[config.mk]
export PLATFORM = sky130hd
export DESIGN_NAME = rdst_finish
export DESIGN_NICKNAME = d
export VERILOG_FILES = /design/src/rdst_pkg.sv /design/src/rdst_finish.sv
export SDC_FILE = /design/constraint.sdc
export NUM_CORES = 1
export LEC_CHECK = 0
export BUFFER_PORTS_ARGS = -buffer_cell sky130_fd_sc_hd__buf_2
export CAP_MARGIN = 40
export CELL_PAD_IN_SITES_DETAIL_PLACEMENT = 0
export CELL_PAD_IN_SITES_GLOBAL_PLACEMENT = 1
export CORE_MARGIN = 3
export CORE_UTILIZATION = 30
export CTS_BUF_LIST = sky130_fd_sc_hd__clkbuf_2 sky130_fd_sc_hd__clkbuf_4 sky130_fd_sc_hd__clkbuf_8
export CTS_CLUSTER_DIAMETER = 200
export DETAILED_ROUTE_END_ITERATION = 10
export GPL_TIMING_DRIVEN = 0
export PLACE_DENSITY_LB_ADDON = 0.1
export SYNTH_ARGS = -nofsm -noshare
export SYNTH_HDL_FRONTEND = slang
export SYNTH_SLANG_ARGS = --single-unit
[constraint.sdc]
create_clock -name clk -period 3 [get_ports clk]
set_clock_uncertainty 0.2 [all_clocks]
set_input_delay 0 -clock clk [delete_from_list [all_inputs] [get_ports clk]]
set_output_delay 0 -clock clk [all_outputs]
set_load 0.02 [all_outputs]
[src/rdst_pkg.sv]
// ----------------------------------------------------------------------------
// rdst_pkg
// Types, constants and helper functions shared by the range digit sum unit.
// ----------------------------------------------------------------------------
package rdst_pkg;

  localparam int DIGITS  = 16;
  localparam int BOUND_W = 64;
  localparam int ACC_W   = 60;
  localparam int PRE_W   = 8;
  localparam int INNER_W = 12;
  localparam int IDX_W   = (DIGITS > 1) ? $clog2(DIGITS) : 1;
  localparam int LATENCY = DIGITS + 2;

  typedef enum logic [1:0] {
    ERR_OK    = 2'd0,
    ERR_ORDER = 2'd1,
    ERR_DIGIT = 2'd2
  } err_t;

  typedef struct packed {
    logic [BOUND_W-1:0] low_bound;
    logic [BOUND_W-1:0] high_bound;
  } in_t;

  typedef struct packed {
    logic [ACC_W-1:0] digit_sum_total;
    err_t             error_code;
  } out_t;

  typedef struct packed {
    logic [BOUND_W-1:0] lo_bound;
    logic [BOUND_W-1:0] hi_bound;
    logic [ACC_W-1:0]   acc_lo;
    logic [ACC_W-1:0]   acc_hi;
    logic [PRE_W-1:0]   pre_lo;
    logic [PRE_W-1:0]   pre_hi;
    err_t               err;
  } stage_t;

  // 10 to the power n, for n up to DIGITS
  function automatic logic [ACC_W-1:0] pow10(input int unsigned n);
    logic [ACC_W-1:0] p;
    p = ACC_W'(1);
    for (int k = 0; k < DIGITS; k++) begin
      if (k < n) p = ACC_W'(p * ACC_W'(10));
    end
    return p;
  endfunction

  // digit total of all n-digit tails: 45 * n * 10^(n-1)
  function automatic logic [ACC_W-1:0] tail_weight(input int unsigned n);
    logic [ACC_W-1:0] w;
    w = '0;
    if (n > 0) w = ACC_W'(ACC_W'(45 * n) * pow10(n - 1));
    return w;
  endfunction

  // d * (d - 1) / 2 for a decimal digit
  function automatic logic [INNER_W-1:0] tri_num(input logic [3:0] d);
    logic [INNER_W-1:0] t;
    case (d)
      4'd2:    t = INNER_W'(1);
      4'd3:    t = INNER_W'(3);
      4'd4:    t = INNER_W'(6);
      4'd5:    t = INNER_W'(10);
      4'd6:    t = INNER_W'(15);
      4'd7:    t = INNER_W'(21);
      4'd8:    t = INNER_W'(28);
      4'd9:    t = INNER_W'(36);
      default: t = '0;
    endcase
    return t;
  endfunction

  // mask of the used nibbles
  function automatic logic [BOUND_W-1:0] digit_mask();
    logic [BOUND_W-1:0] m;
    m = '0;
    for (int k = 0; k < DIGITS; k++) m[4*k +: 4] = 4'hf;
    return m;
  endfunction

endpackage

[src/rdst_finish.sv]
// ----------------------------------------------------------------------------
// rdst_finish
// Output stage: combines both prefix totals and applies the error result.
// ----------------------------------------------------------------------------
module rdst_finish (
  input  logic             clk,
  input  logic             rst_n,
  input  logic             in_valid,
  input  rdst_pkg::stage_t in_data,
  output logic             out_valid,
  output rdst_pkg::out_t   out_data
);
  import rdst_pkg::*;

  logic valid_r;
  out_t data_r, data_nxt;

  always_comb begin
    data_nxt.error_code = in_data.err;
    // F(high) - F(low) + digit sum of high
    if (in_data.err == ERR_OK) begin
      data_nxt.digit_sum_total = in_data.acc_hi + ACC_W'(in_data.pre_hi) - in_data.acc_lo;
    end else begin
      data_nxt.digit_sum_total = '0;
    end
  end

  always_ff @(posedge clk) begin
    if (!rst_n) begin
      valid_r <= 1'b0;
    end else begin
      valid_r <= in_valid;
    end
  end

  always_ff @(posedge clk) begin
    data_r <= data_nxt;
  end

  assign out_valid = valid_r;
  assign out_data  = data_r;

endmodule

=== Yosys cells after proc, flatten, opt, wreduce, memory -nomap -nowiden ===
Index checks and enable logic that the tools add are counted.

* Add/sub/neg operators: 2
* Reductions and logical operators: 1

{| class="wikitable"
|+ Operator list
! cell !! count
|-
| $add 60x8->60 || 1
|-
| $sub 60x60->60 || 1
|-
| $logic_not 2->1 || 1
|}

* Register bits after elaboration: 63
* Input port bits: 269
* Word-level logic and storage cells: 6

=== Depth between registers and ports, before layout ===
* Depth after elaboration: 2
* Depth in mapped cells: 13
* Depth with buffers taken out: 13

=== Worst setup path before layout ===
OpenSTA, ideal clock, no wires.

* Path kind: in2reg
* Start: input in_data[3] (netlist name)
* End: register data_r (netlist bit out_data[32])
* Arrival time: 2527 ps
* Path slack: 145 ps
* Stages: 12
* Path through: inv_1 > fa_1 > inv_1 > fa_1 > a21oi_1 > o211ai_1 > a21boi_1 > a21oi_2 > or2_2 > a221oi_1 > xor2_1 > nor2_1

* Longest elaborated chain between the ends: 2

{| class="wikitable"
|+ RTL lines
! what !! line !! RTL
|-
| from (decl) || rdst_finish.sv:9 || <nowiki>input rdst_pkg::stage_t in_data,</nowiki>
|-
| $add 60x8->60 || rdst_finish.sv:22 || <nowiki>data_nxt.digit_sum_total = in_data.acc_hi + ACC_W'(in_data.pre_hi) - in_data.acc_lo;</nowiki>
|-
| $sub 60x60->60 || rdst_finish.sv:22 ||
|-
| to (signal assigned) || rdst_finish.sv:37 || <nowiki>data_r <= data_nxt;</nowiki>
|-
| to (decl) || rdst_finish.sv:16 || <nowiki>out_t data_r, data_nxt;</nowiki>
|}

No other way between the ends.
A chain may end at the register's enable or synchronous reset.

=== Worst setup path after layout ===
* Start: input in_data[3] (netlist name)
* End: register data_r (netlist bit out_data[50])

The elaborated chain is that of the path after synthesis.

==> results.json <==
{
  "num_antenna_cells": 0,
  "ys_ff_latch": 63,
  "rsz0062_at_grt": "yes",
  "numClockSinks": 63,
  "fin_setup_tns_ns": 0,
  "status": "completed",
  "finalHoldViolations": 0,
  "met3_usage": 0.0246,
  "hold_class": "input port to register",
  "cts_root_buffer": "clkbuf_8",
  "maxSlewHeadroom": 0.482,
  "htreeDepth": 3,
  "vias": 6518,
  "multi_input_area_um2": 4900,
  "die_area_um2": 23600,
  "path_max_fanout": 5,
  "design_power_total_uw": 3580,
  "grt.overflow.total": 0,
  "grt_max_degree": 12,
  "routed_via_density": 4.86,
  "numPortBuffers": 195,
  "start_util": 0.307,
  "fmaxAchievable_mhz": 341,
  "worstPathRequired_ns": 3.02,
  "syn_nets": 1231,
  "crit_path_start": "in_data[3]",
  "wl_um": 20600,
  "fin_nets": 1449,
  "vdd_drop_max_uv": 153,
  "firstDrtPassIters": 5,
  "syn_area_per_cell_um2": 7.74,
  "mostFrequentLayoutCell": "buf_2",
  "fin_crit_sh": 0.977,
  "synth_area_um2": 6530,
  "layout-drive-gt1-share": 0.265,
  "synth_top_cell_area_share": 0.213,
  "synth_edf_count": 0,
  "cp-end-kind": "register",
  "grt_pass1_vias": 6405,
  "clockBufferDepth": 2,
  "core_area_um2": 21200,
  "cts_tree": "done",
  "grt_antenna_before_repair": 0,
  "ant_nets": 0,
  "ys_warn_count": 0,
  "drc": 0,
  "p_leak_uw": 0.00427,
  "grt_pass1_wl_um": 32700,
  "std_cell_rows": 53,
  "fp.dieH_um": 153,
  "gp_congestion": 0.840,
  "clk_pin_slew_ns": 0.08,
  "wire_per_inst_um": 15.3,
  "syn_to_final_growth_pct": 27.8,
  "worst-setup-path-type": "input port to register",
  "synthArstFlopShare": 0,
  "maxSlewViolCount": 0,
  "synth_ff_type": "dfxtp_1",
  "fin_crit_ns": 2.93,
  "nFillCells": 2330,
  "grt_util_met2": 0.263,
  "drt_iter0_markers": 324,
  "drv_cap": 0,
  "die_x_um": 153,
  "synth_seq_area_share": 0.193,
  "dp_hpwl_um": 17000,
  "io_pins": 332,
  "p_per_area_nw_per_um2": 429,
  "gr-max-usage-layer": "met2",
  "crit_path_start_kind": "input port",
  "regArea_um2": 1260,
  "cp.arrival_ns": 2.95,
  "synthCells": 843,
  "met1_usage": 0.245,
  "cp-endpoint": "out_data[50]",
  "setup-violations-final": 0,
  "cts_made_buffers": 9,
  "yosys.area.top_type": "ha_1",
  "final_cell_mix": "buf_2 (209), ha_1 (107), inv_1 (97)",
  "grt_usage": 0.169,
  "worstMarginPinSlew_ns": 0.777,
  "synth_cell_types": 70,
  "synthTopCellsByArea": "ha_1 (21%), dfxtp_1 (19%), a21oi_1 (5.8%)"
}
-- per-stage QoR --
| stage | std cells | worst slack [ns] | utilization | area, um^2 | hold slack, ns |
|---|---|---|---|---|---|
| 2_1_floorplan | 843 | 0.145 | - | 6530 | -0.172 |
| 4_1_cts | 1337 | 0.0259 | 0.386 | 8180 | 0.0182 |
| 5_1_grt | 1341 | -0.0436 | 0.393 | 8340 | 0.0739 |
| 3_5_place_dp | 1314 | -0.477 | 0.370 | 7860 | 0.00410 |
| 3_3_place_gp | 1313 | -0.486 | 0.370 | 7850 | 0.00462 |
| 6_report | 1341 | 0.0704 | 0.393 | 8340 | 0.0583 |
-- worst min-delay path by stage --
stage | endpoint | slack [ns] | start | cells after the start
2_1_floorplan | out_data[0] | -0.17 | in_data[0] | 0
3_3_place_gp | out_data[0] | 0.005 | in_data[0] | 1
3_5_place_dp | out_data[0] | 0.004 | in_data[0] | 1
4_1_cts | out_data[3] | 0.02 | in_data[2] | 4
5_1_grt | out_data[14] | 0.07 | in_data[29] | 5
6_report | out_data[14] | 0.06 | in_data[29] | 5
-- logic make-up (layout without fill, tap and decap cells) --
logic type | Yosys count | count (layout) | share of synthesized area
xor gates and xnor gates | 38 | 38 | 0.0510
DFF | 63 | 63 | 0.193
AOI/OAI and AO/OA | 235 | 235 | 0.244
buffers and inverters | 129 | 352 | 0.0786
adders and majority gates | 119 | 119 | 0.237
and+or+nand+nor | 254 | 254 | 0.188
muxes | 5 | 5 | 0.00767
-- where the power goes --
group,internal (uW),switching [uW],total (uW)
registers,922,22.9,945
clock network,512,386,898
logic,695,1040,1740
-- routing by layer --
layer  vias up  routed length, um
met5         -                  0
met2       183               8880
met3        12               1050
li1       3406                  -
met4         0                230
met1      2917              10400
-- synth_stat cells, types with 5 or more instances --
master and instances:
and2_1 5, mux2i_1 5, buf_2 14, clkbuf_1 13, and3_1 7, xnor2_1 20
nor2b_1 7, or3_1 7, a31oi_1 8, a21oi_1 76, a211oi_1 9, inv_1 97
or2_2 5, o211ai_1 13, a21o_1 32, o21ai_0 33, nor2_1 77, xor2_1 18
nand2_1 66, o21bai_1 6, o21a_1 14, dfxtp_1 63, ha_1 111, nor3_1 37
fa_1 8, nand4_1 16, nand3_1 11
-- final cells by class --
class | count | share of cell area
buffer | 32 | 0.0179
clock buffer | 11 | 0.0182
clock inverter | 5 | 0.00961
inverter | 97 | 0.0437
multi-input combinational | 651 | 0.588
sequential | 63 | 0.151
tap | 275 | 0.0413
timing repair buffer | 207 | 0.130
-- worst max-delay path: stages --
cell and delay [ns]:
buf_2 0.08, inv_1 0.05, fa_1 0.54, inv_1 0.08, fa_1 0.47, a21oi_2 0.19, o211ai_1 0.24, and3_1 0.26
o311a_1 0.37, nor2_2 0.19, o21a_2 0.24, xor2_1 0.17, nor2_1 0.07
-- timing repair --
item	in CTS	in global routing
buffers inserted	0	4
endpoints found under the setup margin	7	25
hold buffers	7	0
pin swaps	1	11
hold endpoints to repair	9	0
resized for setup	6	21
-- registers in the layout (all words and copies together), names as in the netlist --
name / count
out_data: 62
out_valid: 1
(Power assumes the default switching activity.)
