## config.mk

```make
export PLATFORM = sky130hd
export DESIGN_NAME = rdst_check
export DESIGN_NICKNAME = d
export VERILOG_FILES = /design/src/rdst_pkg.sv /design/src/rdst_check.sv
export SDC_FILE = /design/constraint.sdc
export NUM_CORES = 1
export LEC_CHECK = 0
export ABC_CLOCK_PERIOD_IN_PS = 1900
export BUFFER_PORTS_ARGS = -buffer_cell sky130_fd_sc_hd__buf_2
export CORE_AREA = 2 2 156 158
export CTS_BUF_LIST = sky130_fd_sc_hd__clkbuf_8
export CTS_CLUSTER_SIZE = 24
export DETAILED_ROUTE_END_ITERATION = 10
export DIE_AREA = 0 0 158 160
export GPL_ROUTABILITY_DRIVEN = 0
export PLACE_DENSITY = 0.57
export SYNTH_ARGS = -nofsm -noshare
export SYNTH_HDL_FRONTEND = slang
export SYNTH_SLANG_ARGS = --single-unit
export TNS_END_PERCENT = 50
```

## constraint.sdc

```tcl
create_clock -name clk -period 1.9 [get_ports clk]
set_input_delay 0.57 -clock clk [delete_from_list [all_inputs] [get_ports clk]]
set_output_delay 0.57 -clock clk [all_outputs]
set_load 0.05 [all_outputs]
```

## src/rdst_pkg.sv

```systemverilog
// ----------------------------------------------------------------------------
// rdst_pkg
// Types, constants and helper functions shared by the range digit sum unit.
// ----------------------------------------------------------------------------
package rdst_pkg;

  localparam int DIGITS  = 16;
  localparam int BOUND_W = 64;
  localparam int ACC_W   = 60;
  localparam int PRE_W   = 8;
  localparam int INNER_W = 12;
  localparam int IDX_W   = (DIGITS > 1) ? $clog2(DIGITS) : 1;
  localparam int LATENCY = DIGITS + 2;

  typedef enum logic [1:0] {
    ERR_OK    = 2'd0,
    ERR_ORDER = 2'd1,
    ERR_DIGIT = 2'd2
  } err_t;

  typedef struct packed {
    logic [BOUND_W-1:0] low_bound;
    logic [BOUND_W-1:0] high_bound;
  } in_t;

  typedef struct packed {
    logic [ACC_W-1:0] digit_sum_total;
    err_t             error_code;
  } out_t;

  typedef struct packed {
    logic [BOUND_W-1:0] lo_bound;
    logic [BOUND_W-1:0] hi_bound;
    logic [ACC_W-1:0]   acc_lo;
    logic [ACC_W-1:0]   acc_hi;
    logic [PRE_W-1:0]   pre_lo;
    logic [PRE_W-1:0]   pre_hi;
    err_t               err;
  } stage_t;

  // 10 to the power n, for n up to DIGITS
  function automatic logic [ACC_W-1:0] pow10(input int unsigned n);
    logic [ACC_W-1:0] p;
    p = ACC_W'(1);
    for (int k = 0; k < DIGITS; k++) begin
      if (k < n) p = ACC_W'(p * ACC_W'(10));
    end
    return p;
  endfunction

  // digit total of all n-digit tails: 45 * n * 10^(n-1)
  function automatic logic [ACC_W-1:0] tail_weight(input int unsigned n);
    logic [ACC_W-1:0] w;
    w = '0;
    if (n > 0) w = ACC_W'(ACC_W'(45 * n) * pow10(n - 1));
    return w;
  endfunction

  // d * (d - 1) / 2 for a decimal digit
  function automatic logic [INNER_W-1:0] tri_num(input logic [3:0] d);
    logic [INNER_W-1:0] t;
    case (d)
      4'd2:    t = INNER_W'(1);
      4'd3:    t = INNER_W'(3);
      4'd4:    t = INNER_W'(6);
      4'd5:    t = INNER_W'(10);
      4'd6:    t = INNER_W'(15);
      4'd7:    t = INNER_W'(21);
      4'd8:    t = INNER_W'(28);
      4'd9:    t = INNER_W'(36);
      default: t = '0;
    endcase
    return t;
  endfunction

  // mask of the used nibbles
  function automatic logic [BOUND_W-1:0] digit_mask();
    logic [BOUND_W-1:0] m;
    m = '0;
    for (int k = 0; k < DIGITS; k++) m[4*k +: 4] = 4'hf;
    return m;
  endfunction

endpackage

```

## src/rdst_check.sv

```systemverilog
// ----------------------------------------------------------------------------
// rdst_check
// Entry stage: masks unused nibbles, checks digits and bound order.
// ----------------------------------------------------------------------------
module rdst_check (
  input  logic           clk,
  input  logic           rst_n,
  input  logic           in_valid,
  input  rdst_pkg::in_t  in_data,
  output logic           out_valid,
  output rdst_pkg::stage_t out_data
);
  import rdst_pkg::*;

  logic               valid_r;
  stage_t             data_r, data_nxt;
  logic [BOUND_W-1:0] lo_m, hi_m;
  logic               bad_digit;

  always_comb begin
    lo_m = in_data.low_bound & digit_mask();
    hi_m = in_data.high_bound & digit_mask();
    bad_digit = 1'b0;
    for (int k = 0; k < DIGITS; k++) begin
      if (lo_m[4*k +: 4] > 4'd9 || hi_m[4*k +: 4] > 4'd9) bad_digit = 1'b1;
    end
    data_nxt.lo_bound = lo_m;
    data_nxt.hi_bound = hi_m;
    data_nxt.acc_lo   = '0;
    data_nxt.acc_hi   = '0;
    data_nxt.pre_lo   = '0;
    data_nxt.pre_hi   = '0;
    // packed bcd orders like its binary pattern
    if (bad_digit)        data_nxt.err = ERR_DIGIT;
    else if (lo_m > hi_m) data_nxt.err = ERR_ORDER;
    else                  data_nxt.err = ERR_OK;
  end

  always_ff @(posedge clk) begin
    if (!rst_n) begin
      valid_r <= 1'b0;
    end else begin
      valid_r <= in_valid;
    end
  end

  always_ff @(posedge clk) begin
    data_r <= data_nxt;
  end

  assign out_valid = valid_r;
  assign out_data  = data_r;

endmodule

```

== Yosys cells after proc, flatten, opt, wreduce, memory -nomap -nowiden ==
Index checks and enable logic that the tools add are counted.
W data, S select, Z words.

* Register bits: 131
* Output and inout port bits: 267
* Bits of input ports: 131

* Magnitude comparators: 33
* Muxes and demuxes: 17
* Reductions and logical operators: 16

{| class="wikitable"
|+ Operator list
! operator !! count
|-
| $gt A4 B4 Y1 const B || 32
|-
| $gt A64 B64 Y1 || 1
|-
| $mux W1 || 17
|-
| $logic_or A1 B1 Y1 || 16
|}

== Longest topological paths before layout ==
Gate-level depths: netlist of run 1.

* Depth after elaboration: 18
* Mapped depth: 8
* Mapped depth without buffers: 8

== Worst setup path before layout of run 1 ==
OpenSTA, ideal clock, no wires.

* Kind: input to register
* Start point: in in_data[62] (netlist bit)
* End point: reg data_r, in the netlist out_data[0]
* Buffers on the path: 0
* Cell stages on the path: 8
* Setup time: 74 ps
* Path slack: -42 ps
* Arrival: 1867 ps
* Cell sequence: inv_1 > ha_1 > nand4_2 > nor4_2 > and2_1 > nand3_2 > o211a_1 > a31oi_1

* Word-level cells in the longest chain between the ends: 3
* Elaborated cells on any way between the ends: 5
* Those cells by class: 2 x order compare; 2 x mux; 1 x reduce/logical

{| class="wikitable"
|+ RTL lines
! item !! RTL line !! RTL
|-
| start, declared || rdst_check.sv:9 || <nowiki>input rdst_pkg::in_t in_data,</nowiki>
|-
| branches (longest 3 deep; another with $gt A64 B64 Y1) || n/a ||
|-
| end signal, assigned || rdst_check.sv:48 || <nowiki>data_r <= data_nxt;</nowiki>
|-
| end, declared || rdst_check.sv:16 || <nowiki>stage_t data_r, data_nxt;</nowiki>
|}

Several ways; the timed one is not identified.
A chain may end at the register's enable or synchronous reset.

== Final worst setup path of run 1 ==
* Start point: in in_data[14] (netlist bit)
* End point: reg data_r, in the netlist out_data[0]

* Word-level cells in the longest chain between the ends: 15
* Elaborated cells on any way between the ends: 17
* Those cells by class: 2 x order compare; 14 x mux; 1 x reduce/logical

{| class="wikitable"
|+ RTL lines
! item !! RTL line !! RTL
|-
| $gt A4 B4 Y1 || rdst_check.sv:25 || <nowiki>if (lo_m[4*k +: 4] > 4'd9 || hi_m[4*k +: 4] > 4'd9) bad_digit = 1'b1;</nowiki>
|-
| $logic_or A1 B1 Y1 || rdst_check.sv:25 ||
|-
| $mux W1 (13 in series) || rdst_check.sv:25 ||
|}

Parallel ways exist; a longest one is shown, timed or not.

==> reports/qor.csv, run 1 <==
stage,metric,value,unit
status,status,"complete, no violations",
detailed_routing,first_pass_iters,4,
synth,synth_top_area_cell,dfxtp_1,
worst_setup_path,critPathTopFamily,compound AO/OA/AOI/OAI gates,
synth,syn_area,5520,sq um
worst_setup_path,crit_slowest_cell,ha_1,
timing,fin_hold_ws,0.235,ns
detailed_routing,routedWlPerCell,13.1,um
global_route,grt_overflow,0,
die,core,23800,sq um
flow_run,max_cap_viol_count,0,
pwr,swShare,38.9,%
pwr,leakagePower,4.27,nW
worst_setup_path,crit_required,2.27,ns
worst_setup_path,critical_path_class,in2reg,
synth,synth-xor-area-share,0,%
worst_setup_path,startpoint,in_data[14],
clock_network,post-cts-setup-buffer-count,0,
pwr,power_density,928,nW/um^2
timing,finalHoldViolCount,0,
timing,drv_slew,0,
synth,yosys_warnings,0,
layout,final_nets,1101,
global_route,grt_pass1_vias,4183,
synth,yosys.area_share.adder,14.5,%
synth,synthMuxAreaShare,0,%
clock_network,ctsHoldBuffers,0,
worst_setup_path,crit_chain,buf_2 > inv_1 > ha_1 > nand4_1 > nor3_1 > a21boi_1 > nor4b_2 > o211a_1 > a31oi_1,
worst_setup_path,cp.arrival,2.16,ns
global_route,antenna_found_initial,1,
global_route,grtUsageTotal,12.3,%
clock_network,htreeDepth,4,
timing,fmax,0.559,GHz
detailed_routing,vias,4526,
worst_setup_path,endpoint_kind,flop,
synth,ys_seq_area_share,47.5,%
synth,ys_ff_latch,131,
clock_network,tritoncts,yes,
global_route,grt_pass1_wl,22.7,mm
detailed_routing,drc_errors,0,
synth,synth_cell_types,32,
timing,period_minus_slack,1.79,ns
detailed_routing,viasPerCell,3.64,
layout,final.fill_count,2568,
synth,syn_inst,539,
layout,finalInstanceArea,7790,sq um
placement,port_buffers,261,
worst_setup_path,worstPathMaxFanout,3,
die,rows,57,
worst_setup_path,cp-start-kind,input port,
placement,dpl_cell_area,7390,sq um
placement,hpwl,14.0,mm
synth,avgSynthCellArea,10.2,sq um
timing,fin_crit_sh,94.2,%
die,die_y,160,um
min_path,min_path_type,in2reg,
pwr,p_clk_share,32.6,%
die,io_pins,398,
pwr,p_sw,2.81,mW
min_path,min-delay-start,in_data[56],
pwr,power.share.combinational,27.0,%
clock_network,cts.reportedPaths.clkPinSlew,0.09,ns
clock_network,clock_path_buffers,2,
clock_network,cts_num_sinks,131,
detailed_routing,drt-initial-drc-count,120,
synth,synth_simple_gate_area_share,6.86,%
timing,finalSetupViolCount,0,
detailed_routing,antenna_left,0,
pwr,intPower,4.42,mW
clock_network,cts_buffers,17,
synth,synth_area_leaders,"dfxtp_1 (47%), buf_4 (18%), ha_1 (14%)",
die,die_w,158,um
timing,grt_setup_unrepaired,false,
pwr,seq_power_share,40.4,%
die,die-area,25300,sq um
detailed_routing,routed_wl,16.3,mm
layout,synthToLayoutAreaGrowth,41.1,%
die,initial_utilization,23.2,%
synth,synth_top_area_share,47.5,%
layout,drive_gt1_share,42.3,%
synth,synth_compound_area_share,8.25,%
global_route,grt_max_degree,17,
synth,synth_top_family_by_area,buffers and inverters,
clock_network,cts_root_buf,clkbuf_8,
pwr,vdd_drop_max,0.318,mV
worst_setup_path,slowest_delay,0.31,ns
worst_setup_path,crit_buf_inv,2,
-- state kept, by name, indices dropped and copies added, names as in the netlist --
| signal | cells |
|---|---|
| out_valid | 1 |
| out_data | 130 |
-- cell usage after synthesis, drive strengths merged --
master,number
dfxtp,131
nand4,18
a21boi,2
o211a,1
o21bai,1
conb,1
o31a,1
nand3,11
ha,64
nor3,2
nor4,3
o211ai,1
o21ai,41
and4,5
a21oi,22
nand2,13
buf,136
inv,64
nor2,5
a31oi,1
a221oi,2
nor4b,1
a21o,4
and2,2
nor2b,2
a211oi,5
-- through the flow --
| step | cells | worst slack (ns) | power [mW] | setup TNS [ns] | util [%] |
|---|---|---|---|---|---|
| after floorplan | 674 | 0.00360 | 4.57 | 0 | - |
| after global placement | 1211 | -0.542 | 4.93 | -0.670 | 31.0 |
| after detailed placement | 1211 | -0.505 | 4.94 | -0.635 | 31.0 |
| after CTS | 1243 | 0.102 | 7.34 | 0 | 32.7 |
| after global routing | 1243 | 0.00882 | 7.58 | 0 | 32.7 |
| final | 1244 | 0.110 | 7.23 | 0 | 32.7 |
-- power groups by stage --
stage          clock network (mW)  registers, mW  logic, mW
2_1_floorplan                   0           3.51       1.06
3_3_place_gp                    0           2.98       1.95
3_5_place_dp                    0           2.99       1.96
4_1_cts                      2.46           2.92       1.96
5_1_grt                      2.57           2.93       2.08
6_report                     2.36           2.92       1.95
-- path summary, 6_finish.rpt --
| kind | cells after the start | slack (ns) | endpoint |
|---|---|---|---|
| worst max-delay path | 9 | 0.11 | out_data[0] |
| worst min-delay path | 1 | 0.24 | out_data[194] |
-- placed cells by master, fill, tap and decap left out, types with 3 or more instances in the layout --
master	synthesis	final
nand4_1	15	15
nand3_1	10	10
o21ai_1	26	26
buf_2	0	261
o21ai_0	15	15
nand2_1	13	13
buf_4	136	88
clkinvlp_4	0	4
dfxtp_1	131	131
nor2_1	4	4
conb_1	1	136
nand4_2	3	3
a21o_1	4	4
inv_6	0	6
a21oi_1	22	22
a211oi_1	5	5
inv_1	64	65
clkbuf_8	0	17
and4_1	5	5
ha_1	64	63
-- layout make-up --
| class | count | area, sq um | area share (%) |
|---|---|---|---|
| flip-flops and latches | 131 | 2620 | 33.6 |
| inverters | 64 | 240 | 3.08 |
| well taps | 324 | 405 | 5.20 |
| clock buffers | 17 | 234 | 3.00 |
| multi-input cells | 343 | 2180 | 27.9 |
| clock inverters | 15 | 148 | 1.89 |
| diodes | 1 | 2.50 | 0.0321 |
| repair buffers | 349 | 1970 | 25.2 |
-- per-layer routing --
metal	up-vias	part of all wire (%)	track usage [%]	wire length [um]
met5	-	0	0	0
met4	0	1.9	4.83	314
met3	17	9.9	3.34	1610
met2	261	50	22.7	8180
met1	1977	38	13.2	6180
li1	2271	-	-	-
-- cell families after synthesis --
logic type	Yosys count
simple gates	62
fa+ha+maj	64
buf+inv	200
compound gates	81
flops	131
other cells	1
-- what timing repair did --
item / CTS / global route
setup endpoints to repair: 1 / 1
pin swaps: 0 / 0
resized for setup: 1 / 2
(Power assumes the default switching activity.)
==> inputs of run 2 (changes only) <==
--- a/config.mk
+++ b/config.mk
@@ -6,14 +6,16 @@
 export NUM_CORES = 1
 export LEC_CHECK = 0
 export ABC_CLOCK_PERIOD_IN_PS = 1900
-export BUFFER_PORTS_ARGS = -buffer_cell sky130_fd_sc_hd__buf_2
-export CORE_AREA = 2 2 156 158
+export BUFFER_PORTS_ARGS = -buffer_cell sky130_fd_sc_hd__buf_4
+export CELL_PAD_IN_SITES_DETAIL_PLACEMENT = 0
+export CELL_PAD_IN_SITES_GLOBAL_PLACEMENT = 2
+export CORE_MARGIN = 2
+export CORE_UTILIZATION = 20
 export CTS_BUF_LIST = sky130_fd_sc_hd__clkbuf_8
 export CTS_CLUSTER_SIZE = 24
 export DETAILED_ROUTE_END_ITERATION = 10
-export DIE_AREA = 0 0 158 160
 export GPL_ROUTABILITY_DRIVEN = 0
-export PLACE_DENSITY = 0.57
+export PLACE_DENSITY = 0.81
 export SYNTH_ARGS = -nofsm -noshare
 export SYNTH_HDL_FRONTEND = slang
 export SYNTH_SLANG_ARGS = --single-unit
==> reports/qor.csv, run 2 (same netlist as run 1, synthesis figures left out) <==
stage,metric,value,unit
worst_setup_path,endpoint_kind,flop,
pwr,power_density,878,nW/um^2
worst_setup_path,crit_required,2.26,ns
global_route,grt_pass1_vias,4356,
clock_network,cts_num_sinks,131,
pwr,swShare,38.2,%
global_route,grtUsageTotal,11.8,%
layout,antenna_cells,0,
clock_network,ctsHoldBuffers,0,
flow_run,max_cap_viol_count,0,
die,die_y,170,um
worst_setup_path,cp.arrival,2.17,ns
clock_network,clock_path_buffers,2,
detailed_routing,antenna_left,0,
pwr,p_sw,2.87,mW
pwr,vdd_drop_max,0.334,mV
layout,post-route-util,31.6,%
detailed_routing,routed_wl,18.0,mm
clock_network,htreeDepth,4,
pwr,seq_power_share,39.0,%
detailed_routing,drt-initial-drc-count,106,
pwr,intPower,4.63,mW
clock_network,cts.reportedPaths.clkPinSlew,0.10,ns
global_route,antenna_found_initial,0,
layout,drive_gt1_share,43.3,%
timing,finalSetupViolCount,0,
timing,finalHoldViolCount,0,
detailed_routing,first_pass_iters,4,
pwr,power.share.combinational,28.7,%
timing,layout_setup_ws,0.0871,ns
timing,fin_crit_sh,95.4,%
placement,port_buffers,261,
detailed_routing,routedWlPerCell,14.3,um
global_route,grt_overflow,0,
layout,final_nets,1098,
timing,drv_slew,0,
detailed_routing,vias,4519,
die,initial_utilization,20.4,%
placement,post-place-ws,-0.521,ns
layout,final.fill_count,2899,
layout,final_cell_mix,"buf_4 (346), conb_1 (136), dfxtp_1 (131)",
timing,period_minus_slack,1.81,ns
worst_setup_path,cp-start-kind,input port,
clock_network,tritoncts,yes,
die,core,27000,sq um
layout,largest_reg_flops,130,
detailed_routing,viasPerCell,3.60,
detailed_routing,drc_errors,0,
pwr,power,7.50,mW
die,die_w,170,um
worst_setup_path,critical_path_class,in2reg,
layout,synthToLayoutAreaGrowth,54.6,%
timing,fmax,0.552,GHz
die,io_pins,398,
global_route,grt_pass1_wl,24.9,mm
clock_network,cts_root_buf,clkbuf_8,
status,status,"complete, no violations",
pwr,leakagePower,4.49,nW
placement,hpwl,15.4,mm
layout,layout.cells.most_common,buf_4,
global_route,grt_max_degree,17,
timing,setup-tns-final,0,ns
die,die-area,29000,sq um
min_path,min_path_type,in2reg,
clock_network,cts_buffers,17,
worst_setup_path,worstPathMaxFanout,2,
timing,fin_hold_ws,0.244,ns
die,rows,60,
pwr,p_clk_share,32.3,%
==> run 2: through the flow <==
| stage | instance area (sq um) | cells |
|---|---|---|
| finish | 8540 | 1257 |
| global route | 8540 | 1257 |
| CTS | 8440 | 1257 |
| floorplan | 6040 | 674 |
| detailed placement | 8050 | 1225 |
| global placement | 8050 | 1225 |
==> run 2: power by group through the flow <==
stage	Sequential, mW	Combinational (mW)	Clock [mW]
after global routing	2.94	2.28	2.63
after floorplan	3.51	1.06	0
final	2.93	2.15	2.42
after CTS	2.93	2.14	2.55
after global placement	2.99	2.12	0
after detailed placement	2.99	2.13	0
==> run 2: worst paths after layout <==
path | end | cells after the start | startpoint
hold / removal | out_data[178] | 1 | in_data[40]
setup / recovery | out_data[0] | 11 | in_data[39]
==> run 2: timing repair <==
action                     4_1_cts  5_1_grt
buffers inserted                 0        0
pin swaps                        0        6
resized for setup                1       13
setup endpoints to repair        1        1
==> run 2: layout make-up <==
type	instances	area, sq um	share of cell area (%)
clock buffers	18	248	2.90
inverters	64	240	2.81
multi-input cells	343	2260	26.5
well taps	341	427	5.00
flip-flops and latches	131	2620	30.7
clock inverters	14	141	1.66
repair buffers	346	2600	30.4
==> run 2: critical path, stage by stage <==
cell and delay [ns]:
buf_4 0.08, inv_1 0.04, ha_1 0.29, and4_4 0.24, buf_4 0.10, nand2_1 0.06
buf_4 0.14, nor2_4 0.13, nand3_2 0.11, o211a_1 0.26, a31oi_1 0.14
==> run 2: layer usage <==
metal	up-vias	share of wire (%)	track usage, %
li1	2253	-	-
met1	2017	40	12.9
met2	236	51	21.8
met3	13	7.6	3.33
met4	0	1.4	4.05
met5	-	0	0
